<file path="config.mk">
export PLATFORM = sky130hd
export DESIGN_NAME = posterior_window_command_detector
export DESIGN_NICKNAME = d
export VERILOG_FILES = /design/src/hdl/pwcd_pkg.sv /design/src/hdl/posterior_window_command_detector.sv /design/src/hdl/pwcd_lane.sv /design/src/hdl/pwcd_merge.sv
export SDC_FILE = /design/constraint.sdc
export NUM_CORES = 2
export LEC_CHECK = 0
export BUFFER_PORTS_ARGS = -buffer_cell sky130_fd_sc_hd__buf_2
export CAP_MARGIN = 10
export CORE_UTILIZATION = 64
export CTS_CLUSTER_SIZE = 25
export DETAILED_ROUTE_END_ITERATION = 6
export PLACE_DENSITY = 0.81
export SETUP_SLACK_MARGIN = 0.3
export SLEW_MARGIN = 5
export SYNTH_ARGS = -nofsm -noshare
export SYNTH_HDL_FRONTEND = slang
export SYNTH_SLANG_ARGS = --single-unit
</file>
<file path="constraint.sdc">
create_clock -name clock -period 13.8 [get_ports clock]
set_clock_uncertainty 0.2 [all_clocks]
set_input_delay 1.38 -clock clock [delete_from_list [all_inputs] [get_ports clock]]
set_output_delay 1.38 -clock clock [all_outputs]
set_load 0.05 [all_outputs]
</file>
<file path="src/hdl/pwcd_pkg.sv">
// Shared types, constants and the fractional log table for the posterior window detector.
package pwcd_pkg;

   // Frame and result field widths
   localparam int NUM_CLASSES = 5;
   localparam int PROB_W      = 16;
   localparam int LEAD_W      = $clog2(PROB_W);
   localparam int FRAC_BITS   = 8;
   localparam int FRAC_W      = 10;
   localparam int LOG_W       = 15;
   localparam int SUM_W       = 19;
   localparam int CLASS_W     = 3;
   localparam int TIME_W      = 32;
   localparam int COOL_W      = 16;
   localparam int CSR_INDEX_W = 2;
   localparam int MAG_PROD_W  = 28;
   localparam int MAG_SHIFT   = 14;

   // ln2 in Q24 and the rounding offset for the Q24 -> Q10 step
   localparam logic [23:0] LN2_Q24 = 24'd11629080;
   localparam logic [MAG_PROD_W-1:0] MAG_ROUND = MAG_PROD_W'(8192);

   // round(1024 * ln(1e-6)), used for every class of a bad frame
   localparam logic signed [LOG_W-1:0] INVALID_LOG = -15'sd14147;

   // Register reset values
   localparam logic signed [SUM_W-1:0] THRESHOLD_RESET = -19'sd3072;
   localparam logic [COOL_W-1:0]       COOLDOWN_RESET  = 16'd1000;

   // Register map
   typedef enum logic [CSR_INDEX_W-1:0] {
      CSR_THRESHOLD = 2'd0,
      CSR_COOLDOWN  = 2'd1
   } csr_index_type;

   typedef logic signed [LOG_W-1:0] log_type;
   typedef logic signed [SUM_W-1:0] sum_type;

   // Per-step strobes from the sequencer to every lane
   typedef struct packed {
      logic load_log;
      logic accumulate;
   } lane_ctrl_type;

   // round(1024 * ln(1 + f/256)), f = 0..255
   localparam logic [FRAC_W-1:0] FRAC_LOG_TABLE [256] = '{
      10'd0,   10'd4,   10'd8,   10'd12,  10'd16,  10'd20,  10'd24,  10'd28,
      10'd32,  10'd35,  10'd39,  10'd43,  10'd47,  10'd51,  10'd55,  10'd58,
      10'd62,  10'd66,  10'd70,  10'd73,  10'd77,  10'd81,  10'd84,  10'd88,
      10'd92,  10'd95,  10'd99,  10'd103, 10'd106, 10'd110, 10'd113, 10'd117,
      10'd121, 10'd124, 10'd128, 10'd131, 10'd135, 10'd138, 10'd142, 10'd145,
      10'd149, 10'd152, 10'd156, 10'd159, 10'd162, 10'd166, 10'd169, 10'd173,
      10'd176, 10'd179, 10'd183, 10'd186, 10'd189, 10'd193, 10'd196, 10'd199,
      10'd203, 10'd206, 10'd209, 10'd212, 10'd216, 10'd219, 10'd222, 10'd225,
      10'd228, 10'd232, 10'd235, 10'd238, 10'd241, 10'd244, 10'd248, 10'd251,
      10'd254, 10'd257, 10'd260, 10'd263, 10'd266, 10'd269, 10'd272, 10'd275,
      10'd278, 10'd282, 10'd285, 10'd288, 10'd291, 10'd294, 10'd297, 10'd300,
      10'd303, 10'd306, 10'd308, 10'd311, 10'd314, 10'd317, 10'd320, 10'd323,
      10'd326, 10'd329, 10'd332, 10'd335, 10'd338, 10'd341, 10'd343, 10'd346,
      10'd349, 10'd352, 10'd355, 10'd358, 10'd360, 10'd363, 10'd366, 10'd369,
      10'd372, 10'd374, 10'd377, 10'd380, 10'd383, 10'd385, 10'd388, 10'd391,
      10'd394, 10'd396, 10'd399, 10'd402, 10'd404, 10'd407, 10'd410, 10'd413,
      10'd415, 10'd418, 10'd421, 10'd423, 10'd426, 10'd428, 10'd431, 10'd434,
      10'd436, 10'd439, 10'd442, 10'd444, 10'd447, 10'd449, 10'd452, 10'd454,
      10'd457, 10'd460, 10'd462, 10'd465, 10'd467, 10'd470, 10'd472, 10'd475,
      10'd477, 10'd480, 10'd482, 10'd485, 10'd487, 10'd490, 10'd492, 10'd495,
      10'd497, 10'd500, 10'd502, 10'd505, 10'd507, 10'd509, 10'd512, 10'd514,
      10'd517, 10'd519, 10'd521, 10'd524, 10'd526, 10'd529, 10'd531, 10'd533,
      10'd536, 10'd538, 10'd541, 10'd543, 10'd545, 10'd548, 10'd550, 10'd552,
      10'd555, 10'd557, 10'd559, 10'd562, 10'd564, 10'd566, 10'd568, 10'd571,
      10'd573, 10'd575, 10'd578, 10'd580, 10'd582, 10'd584, 10'd587, 10'd589,
      10'd591, 10'd593, 10'd596, 10'd598, 10'd600, 10'd602, 10'd605, 10'd607,
      10'd609, 10'd611, 10'd613, 10'd616, 10'd618, 10'd620, 10'd622, 10'd624,
      10'd626, 10'd629, 10'd631, 10'd633, 10'd635, 10'd637, 10'd639, 10'd642,
      10'd644, 10'd646, 10'd648, 10'd650, 10'd652, 10'd654, 10'd656, 10'd659,
      10'd661, 10'd663, 10'd665, 10'd667, 10'd669, 10'd671, 10'd673, 10'd675,
      10'd677, 10'd679, 10'd681, 10'd683, 10'd685, 10'd688, 10'd690, 10'd692,
      10'd694, 10'd696, 10'd698, 10'd700, 10'd702, 10'd704, 10'd706, 10'd708
   };

endpackage

</file>
<file path="src/hdl/posterior_window_command_detector.sv">
// Top level of the posterior window command detector.
// Usage:
//   req_* carries one classifier frame per beat: five Q0.16 class probabilities,
//   a frame valid flag and a millisecond timestamp. A beat is taken when
//   req_valid is high and req_stall is low.
//   rsp_* returns exactly one beat per frame: the detect flag, the best class and
//   its window log sum (signed Q9.10). The receiver holds it off with rsp_stall.
//   csr_* writes the score threshold (index 0) and the cooldown (index 1);
//   csr_ready is always high. Write only while no frame is in flight.
// Sequencing:
//   A taken frame passes the sequencer's log stage, window accumulate, merge
//   and decision steps in order; req_stall stays high until it leaves the
//   decision step, so no new frame is taken while one is in flight. A held
//   result does not block the next frame, which runs up to the decision step
//   and waits there until the output register frees.
// Reset (synchronous): window history reads as zero, window slot and last
//   detection time clear, threshold returns to -3072 and cooldown to 1000 ms.
module posterior_window_command_detector import pwcd_pkg::*; #(
   parameter int WINDOW_DEPTH = 5
) (
   input  logic                   clock,
   input  logic                   reset,
   input  logic                   req_valid,
   output logic                   req_stall,
   input  logic [PROB_W-1:0]      req_class0_prob,
   input  logic [PROB_W-1:0]      req_class1_prob,
   input  logic [PROB_W-1:0]      req_class2_prob,
   input  logic [PROB_W-1:0]      req_class3_prob,
   input  logic [PROB_W-1:0]      req_class4_prob,
   input  logic                   req_frame_valid,
   input  logic [TIME_W-1:0]      req_now_ms,
   output logic                   rsp_valid,
   input  logic                   rsp_stall,
   output logic                   rsp_detected,
   output logic [CLASS_W-1:0]     rsp_best_class,
   output logic [SUM_W-1:0]       rsp_best_sum,
   input  logic                   csr_valid,
   output logic                   csr_ready,
   input  logic [CSR_INDEX_W-1:0] csr_index,
   input  logic [SUM_W-1:0]       csr_data
);

   localparam int SLOT_W = (WINDOW_DEPTH > 1) ? $clog2(WINDOW_DEPTH) : 1;

   typedef enum logic [2:0] {
      ST_IDLE,
      ST_LOG,
      ST_ACC,
      ST_MERGE,
      ST_DECIDE
   } state_type;

   state_type          state_ff, state_in;
   logic               accept;
   logic               rsp_free;
   logic               hit;
   logic [TIME_W-1:0]  elapsed;
   lane_ctrl_type      lane_ctrl;
   logic               merge_start;
   sum_type            sums [NUM_CLASSES];
   logic [CLASS_W-1:0] best_class;
   sum_type            best_sum;

   logic [PROB_W-1:0]  prob_ff [NUM_CLASSES];
   logic               frame_valid_ff;
   logic [TIME_W-1:0]  now_ff;
   logic [SLOT_W-1:0]  slot_ff, slot_in;
   logic [TIME_W-1:0]  last_detect_ff;
   sum_type            threshold_ff;
   logic [COOL_W-1:0]  cooldown_ff;
   logic               rsp_valid_ff, rsp_valid_in;
   logic               rsp_detected_ff;
   logic [CLASS_W-1:0] rsp_class_ff;
   sum_type            rsp_sum_ff;

   // Handshakes
   assign req_stall = (state_ff != ST_IDLE);
   assign accept    = req_valid && !req_stall;
   assign rsp_free  = !rsp_valid_ff || !rsp_stall;
   assign csr_ready = 1'b1;

   // Step strobes
   assign lane_ctrl.load_log   = (state_ff == ST_LOG);
   assign lane_ctrl.accumulate = (state_ff == ST_ACC);
   assign merge_start          = (state_ff == ST_MERGE);

   // Detection rule: above threshold, not the noise class, cooldown passed
   assign elapsed = now_ff - last_detect_ff;
   assign hit     = (best_sum > threshold_ff)
                 && (best_class != CLASS_W'(NUM_CLASSES - 1))
                 && (elapsed > TIME_W'(cooldown_ff));

   assign slot_in = (slot_ff == SLOT_W'(WINDOW_DEPTH - 1)) ? '0 : slot_ff + 1'b1;

   // Sequencer next state and output valid
   always_comb begin
      state_in     = state_ff;
      rsp_valid_in = rsp_valid_ff && rsp_stall;
      case (state_ff)
         ST_IDLE: begin
            if (accept) begin
               state_in = ST_LOG;
            end
         end
         ST_LOG:   state_in = ST_ACC;
         ST_ACC:   state_in = ST_MERGE;
         ST_MERGE: state_in = ST_DECIDE;
         ST_DECIDE: begin
            if (rsp_free) begin
               state_in     = ST_IDLE;
               rsp_valid_in = 1'b1;
            end
         end
         default:  state_in = ST_IDLE;
      endcase
   end

   // State, registered outputs, window slot, detection time and registers
   always_ff @(posedge clock) begin
      if (reset) begin
         state_ff       <= ST_IDLE;
         rsp_valid_ff   <= 1'b0;
         slot_ff        <= '0;
         last_detect_ff <= '0;
         threshold_ff   <= THRESHOLD_RESET;
         cooldown_ff    <= COOLDOWN_RESET;
      end else begin
         state_ff     <= state_in;
         rsp_valid_ff <= rsp_valid_in;
         if (lane_ctrl.accumulate) begin
            slot_ff <= slot_in;
         end
         if (state_ff == ST_DECIDE && rsp_free) begin
            rsp_detected_ff <= hit;
            rsp_class_ff    <= best_class;
            rsp_sum_ff      <= best_sum;
            if (hit) begin
               last_detect_ff <= now_ff;
            end
         end
         if (csr_valid) begin
            case (csr_index)
               CSR_THRESHOLD: threshold_ff <= csr_data;
               CSR_COOLDOWN:  cooldown_ff  <= csr_data[COOL_W-1:0];
               default: ;
            endcase
         end
      end
   end

   // Input beat capture
   always_ff @(posedge clock) begin
      if (accept) begin
         prob_ff[0]     <= req_class0_prob;
         prob_ff[1]     <= req_class1_prob;
         prob_ff[2]     <= req_class2_prob;
         prob_ff[3]     <= req_class3_prob;
         prob_ff[4]     <= req_class4_prob;
         frame_valid_ff <= req_frame_valid;
         now_ff         <= req_now_ms;
      end
   end

   // One lane per class
   for (genvar g = 0; g < NUM_CLASSES; g++) begin : g_lane
      pwcd_lane #(
         .WINDOW_DEPTH(WINDOW_DEPTH)
      ) u_lane (
         .clock       (clock),
         .reset       (reset),
         .ctrl        (lane_ctrl),
         .prob        (prob_ff[g]),
         .frame_valid (frame_valid_ff),
         .slot        (slot_ff),
         .window_sum  (sums[g])
      );
   end

   pwcd_merge u_merge (
      .clock      (clock),
      .start      (merge_start),
      .sums       (sums),
      .best_class (best_class),
      .best_sum   (best_sum)
   );

   assign rsp_valid      = rsp_valid_ff;
   assign rsp_detected   = rsp_detected_ff;
   assign rsp_best_class = rsp_class_ff;
   assign rsp_best_sum   = rsp_sum_ff;

endmodule

</file>
<file path="src/hdl/pwcd_lane.sv">
// One class lane: probability to log, window history row and running window sum.
module pwcd_lane import pwcd_pkg::*; #(
   parameter int WINDOW_DEPTH = 5,
   localparam int SLOT_W = (WINDOW_DEPTH > 1) ? $clog2(WINDOW_DEPTH) : 1
) (
   input  logic              clock,
   input  logic              reset,
   input  lane_ctrl_type     ctrl,
   input  logic [PROB_W-1:0] prob,
   input  logic              frame_valid,
   input  logic [SLOT_W-1:0] slot,
   output sum_type           window_sum
);

   logic [PROB_W-1:0]           p_eff;
   logic [LEAD_W-1:0]           lead;
   logic [PROB_W+FRAC_BITS-1:0] shifted;
   logic [FRAC_BITS-1:0]        frac_idx;
   logic [LEAD_W:0]             mag_scale;
   logic [MAG_PROD_W-1:0]       mag_prod;
   logic [LOG_W-2:0]            mag;
   log_type                     log_in, log_ff;
   log_type                     old_in, old_ff;
   log_type                     ring_ff [WINDOW_DEPTH];
   logic [WINDOW_DEPTH-1:0]     row_valid_ff;
   sum_type                     sum_in, sum_ff;

   // Log of the probability: leading one, 8 fraction bits, table minus exponent term
   always_comb begin
      p_eff = (prob == '0) ? PROB_W'(1) : prob;
      lead  = '0;
      for (int i = 0; i < PROB_W; i++) begin
         if (p_eff[i]) begin
            lead = LEAD_W'(i);
         end
      end
      shifted   = {p_eff, FRAC_BITS'(0)} >> lead;
      frac_idx  = shifted[FRAC_BITS-1:0];
      mag_scale = (LEAD_W+1)'(PROB_W) - {1'b0, lead};
      mag_prod  = MAG_PROD_W'(mag_scale) * MAG_PROD_W'(LN2_Q24) + MAG_ROUND;
      mag       = mag_prod[MAG_PROD_W-1:MAG_SHIFT];
      if (frame_valid) begin
         log_in = $signed({(LOG_W-FRAC_W)'(0), FRAC_LOG_TABLE[frac_idx]})
                - $signed({1'b0, mag});
      end else begin
         log_in = INVALID_LOG;
      end
   end

   // Entry leaving the window; a row never written reads as zero
   assign old_in = row_valid_ff[slot] ? ring_ff[slot] : '0;

   // Running sum: add the new log, drop the one it replaces
   assign sum_in = sum_ff + SUM_W'(log_ff) - SUM_W'(old_ff);

   // Control state: row valid bits and the window sum
   always_ff @(posedge clock) begin
      if (reset) begin
         row_valid_ff <= '0;
         sum_ff       <= '0;
      end else if (ctrl.accumulate) begin
         row_valid_ff[slot] <= 1'b1;
         sum_ff             <= sum_in;
      end
   end

   // Payload: log stage and history row
   always_ff @(posedge clock) begin
      if (ctrl.load_log) begin
         log_ff <= log_in;
         old_ff <= old_in;
      end
      if (ctrl.accumulate) begin
         ring_ff[slot] <= log_ff;
      end
   end

   assign window_sum = sum_ff;

endmodule

</file>
<file path="src/hdl/pwcd_merge.sv">
// Merge stage: picks the first class with the largest window sum.
module pwcd_merge import pwcd_pkg::*; (
   input  logic               clock,
   input  logic               start,
   input  sum_type            sums [NUM_CLASSES],
   output logic [CLASS_W-1:0] best_class,
   output sum_type            best_sum
);

   logic [CLASS_W-1:0] class_in, class_ff;
   sum_type            best_in, best_ff;

   // Compare chain; strict greater keeps the lowest index on ties
   always_comb begin
      class_in = '0;
      best_in  = sums[0];
      for (int j = 1; j < NUM_CLASSES; j++) begin
         if (sums[j] > best_in) begin
            best_in  = sums[j];
            class_in = CLASS_W'(j);
         end
      end
   end

   always_ff @(posedge clock) begin
      if (start) begin
         class_ff <= class_in;
         best_ff  <= best_in;
      end
   end

   assign best_class = class_ff;
   assign best_sum   = best_ff;

endmodule

</file>
==> metrics.cfg <==
[synth]
syn_area_per_cell_um2=9.20
synth_area_um2=69500
synth.distinct_cells=120
ys_ff_latch=877
async_flop_share=0
yosysSeqAreaShare=0.351
ys_dominant_reg_cell=edfxtp_1
synth_nets=8422
synth_edf_count=683
yosysWarningCount=0
syn_inst=7557

[sta]
fin_crit_sh=0.846
fin_crit_ps=11680
setup_tns_ps=0
worst_pin_slew_ps=1080
rsz0062_at_grt=false
finalSetupViolCount=0
hold_viol=0
slew-limit-headroom=0.280
maxSlewViolCount=0
clock.fmax_ghz=0.0856

[power]
power_per_cell_area_nw_per_um2=185
p_leak_nw=29.4
ir_drop_v=0.000457

[floorplanning]
die-area_um2=110000
start_util=0.648
fp.dieH_um=332
fp-row-count=120
core_area_um2=107000
dieWidth_um=332
io-pin-count=165

[finish]
seqCellArea_um2=24400
syn_to_final_growth_pct=7.24
stdcell_area_um2=74600
drive_gt1_frac=0.0888
num-fill-cells=8075
layout.nets=8357
multi_input_area_um2=41100

[detailed_routing]
vias=58200
wl_met1_um=76600
via_per_inst=6.49
met2WireLength_um=83000
totalWireLength_um=180000
routedWlPerCell_um=20.0
drtPass1Iterations=6
drt_iter0_drc=7357
top_layer_used=met4
ant_nets=0
wl_met3_um=15700
drcViolationCount=0

[place]
dp_hpwl_um=127000
placed_area_um2=71400
port_buffers=163
gp_congestion=0.954

[clock_tree]
cts_tree=built
cts_resized=0
cts_buffers=91
clk_latency_ps=700
cts_max_path_buffers=3
clock-sinks=877
clkTransAtPathRegs_ps=70
cts_post_setup_buffers_inserted=0
htree_levels=3
cts_hold_buf=0
clock-root-buffer=clkbuf_16

[setup_path]
r2r-start=g_lane[0].u_lane.window_sum[16]
crit_family=compound AO/OA/AOI/OAI gates
crit_path_max_incr_delay_ps=740
critical_path_required_ps=14060
slowest_stage=a211o_1
cp.arrival_ps=11940
crit_cells=42
rr_endpoint=u_merge.best_sum[0]
crit_path_end_kind=flop
r2r_cells=42
crit_buf_inv=4
path_class=flop to flop
start_kind=flop
critPathLaunch=g_lane[0].u_lane.window_sum[16]
cp_max_fo=21
r2r_slack_ps=2120

[global_routing]
grt_max_degree=151
grt_use_total=0.320
grt_pass1_vias=55500
antenna_found_initial=4
overflow=0
grt_pass1_wl_um=290000

[status]
status=finished, final reports clean

[flow_run]
maxCapViolations=0

[min_path]
worstHoldPathType=flop to flop
hold_end=rsp_best_class[2]
hp-start=u_merge.best_class[2]
hold_path_depth=0

-- cells by family after synthesis --
kind of cell,Yosys count,share of synthesized area
buffers and inverters,1123,0.0619
adders and majority gates,730,0.146
xor gates and xnor gates,263,0.0338
other,1,0.0000539
and+or+nand+nor,2178,0.148
muxes,329,0.0637
DFF,877,0.351
AOI/OAI and AO/OA,2056,0.196
-- synth_stat cells, types with 72 or more instances --
library cell / instances / area [um^2]
o211ai_1: 109 / 818
dfxtp_1: 194 / 3880
mux2i_1: 222 / 2220
a21o_1: 78 / 586
fa_1: 136 / 2720
nand3_1: 166 / 831
clkbuf_1: 299 / 1120
o21ai_0: 413 / 2070
nand2_1: 593 / 2230
inv_1: 708 / 2660
nor2_1: 707 / 2650
a21oi_1: 576 / 2880
mux4_2: 89 / 2000
xnor2_1: 206 / 1800
a211oi_1: 135 / 1010
nand2b_1: 125 / 782
ha_1: 590 / 7380
nor3_1: 165 / 826
edfxtp_1: 683 / 20500
a31oi_1: 72 / 450
-- through the flow --
stage                      util  hold slack [ps]  std cells  setup WS, ps  power (mW)
after global placement    0.665              233       8801          2390        10.8
final                     0.695              251       8974          2120        13.8
after global routing      0.695              268       8974          1290        14.8
after detailed placement  0.665              237       8801          2190        11.1
after floorplan               -              226       7557          1400        9.42
after CTS                 0.695              251       8971          2190        13.7
-- placed cells by master (no fill, tap or decap), types with 53 or more instances in the layout --
master       n
buf_4       84
a21o_1      78
buf_2      162
nor2b_1     53
a211oi_1   135
nor3_1     164
o311ai_0    54
and3_1      59
nor2_1     699
fa_1       136
inv_1      708
o21ai_0    409
clkbuf_16   93
edfxtp_1   683
a31oi_1     68
dfxtp_1    191
ha_1       590
a21oi_1    573
xnor2_1    206
o21a_1      54
nand2_1    592
mux4_2      89
nand2b_1   125
mux2i_1    221
nand3_1    166
o211ai_1   109
a211o_1     54
or3_1       56
-- sequential cells by signal (all words and copies together), names as in the netlist --
| signal | count |
|---|---|
| g_lane.u_lane.row_valid_ff | 25 |
| g_lane.u_lane.old_ff | 75 |
| u_merge.best_sum | 19 |
| last_detect_ff | 32 |
| rsp_detected | 1 |
| rsp_best_class | 3 |
| frame_valid_ff | 1 |
| now_ff | 32 |
| g_lane.u_lane.ring_ff | 375 |
| threshold_ff | 19 |
| cooldown_ff | 16 |
| prob_ff | 80 |
| g_lane.u_lane.window_sum | 95 |
| rsp_best_sum | 19 |
| rsp_valid | 1 |
| slot_ff | 3 |
| state_ff | 3 |
| u_merge.best_class | 3 |
| g_lane.u_lane.log_ff | 75 |
-- per-layer routing --
metal / track usage / vias up
met4: 0.0934 / 0
met3: 0.0430 / 355
met2: 0.515 / 2797
met5: 0 / -
li1: - / 27400
met1: 0.451 / 27600
-- worst max-delay path by stage --
stage	end
6_report	u_merge.best_sum[0]
5_1_grt	u_merge.best_sum[0]
4_1_cts	u_merge.best_sum[0]
3_5_place_dp	u_merge.best_sum[0]
3_3_place_gp	u_merge.best_sum[0]
2_1_floorplan	g_lane[0].u_lane.log_ff[0]
-- final cells by class --
class	instances	share of cell area
multi-input combinational	5557	0.551
sequential	877	0.327
inverter	717	0.0361
clock buffer	108	0.0328
tap	1403	0.0235
timing repair buffer	248	0.0197
clock inverter	62	0.00992
antenna	2	0.0000671
-- report_power, final --
part	switching (mW)	total, mW	internal [mW]
registers	0.240	3.50	3.26
logic	4.62	7.69	3.07
clock network	1.10	2.58	1.48
total	5.96	13.8	7.81
(Power assumes the default switching activity.)
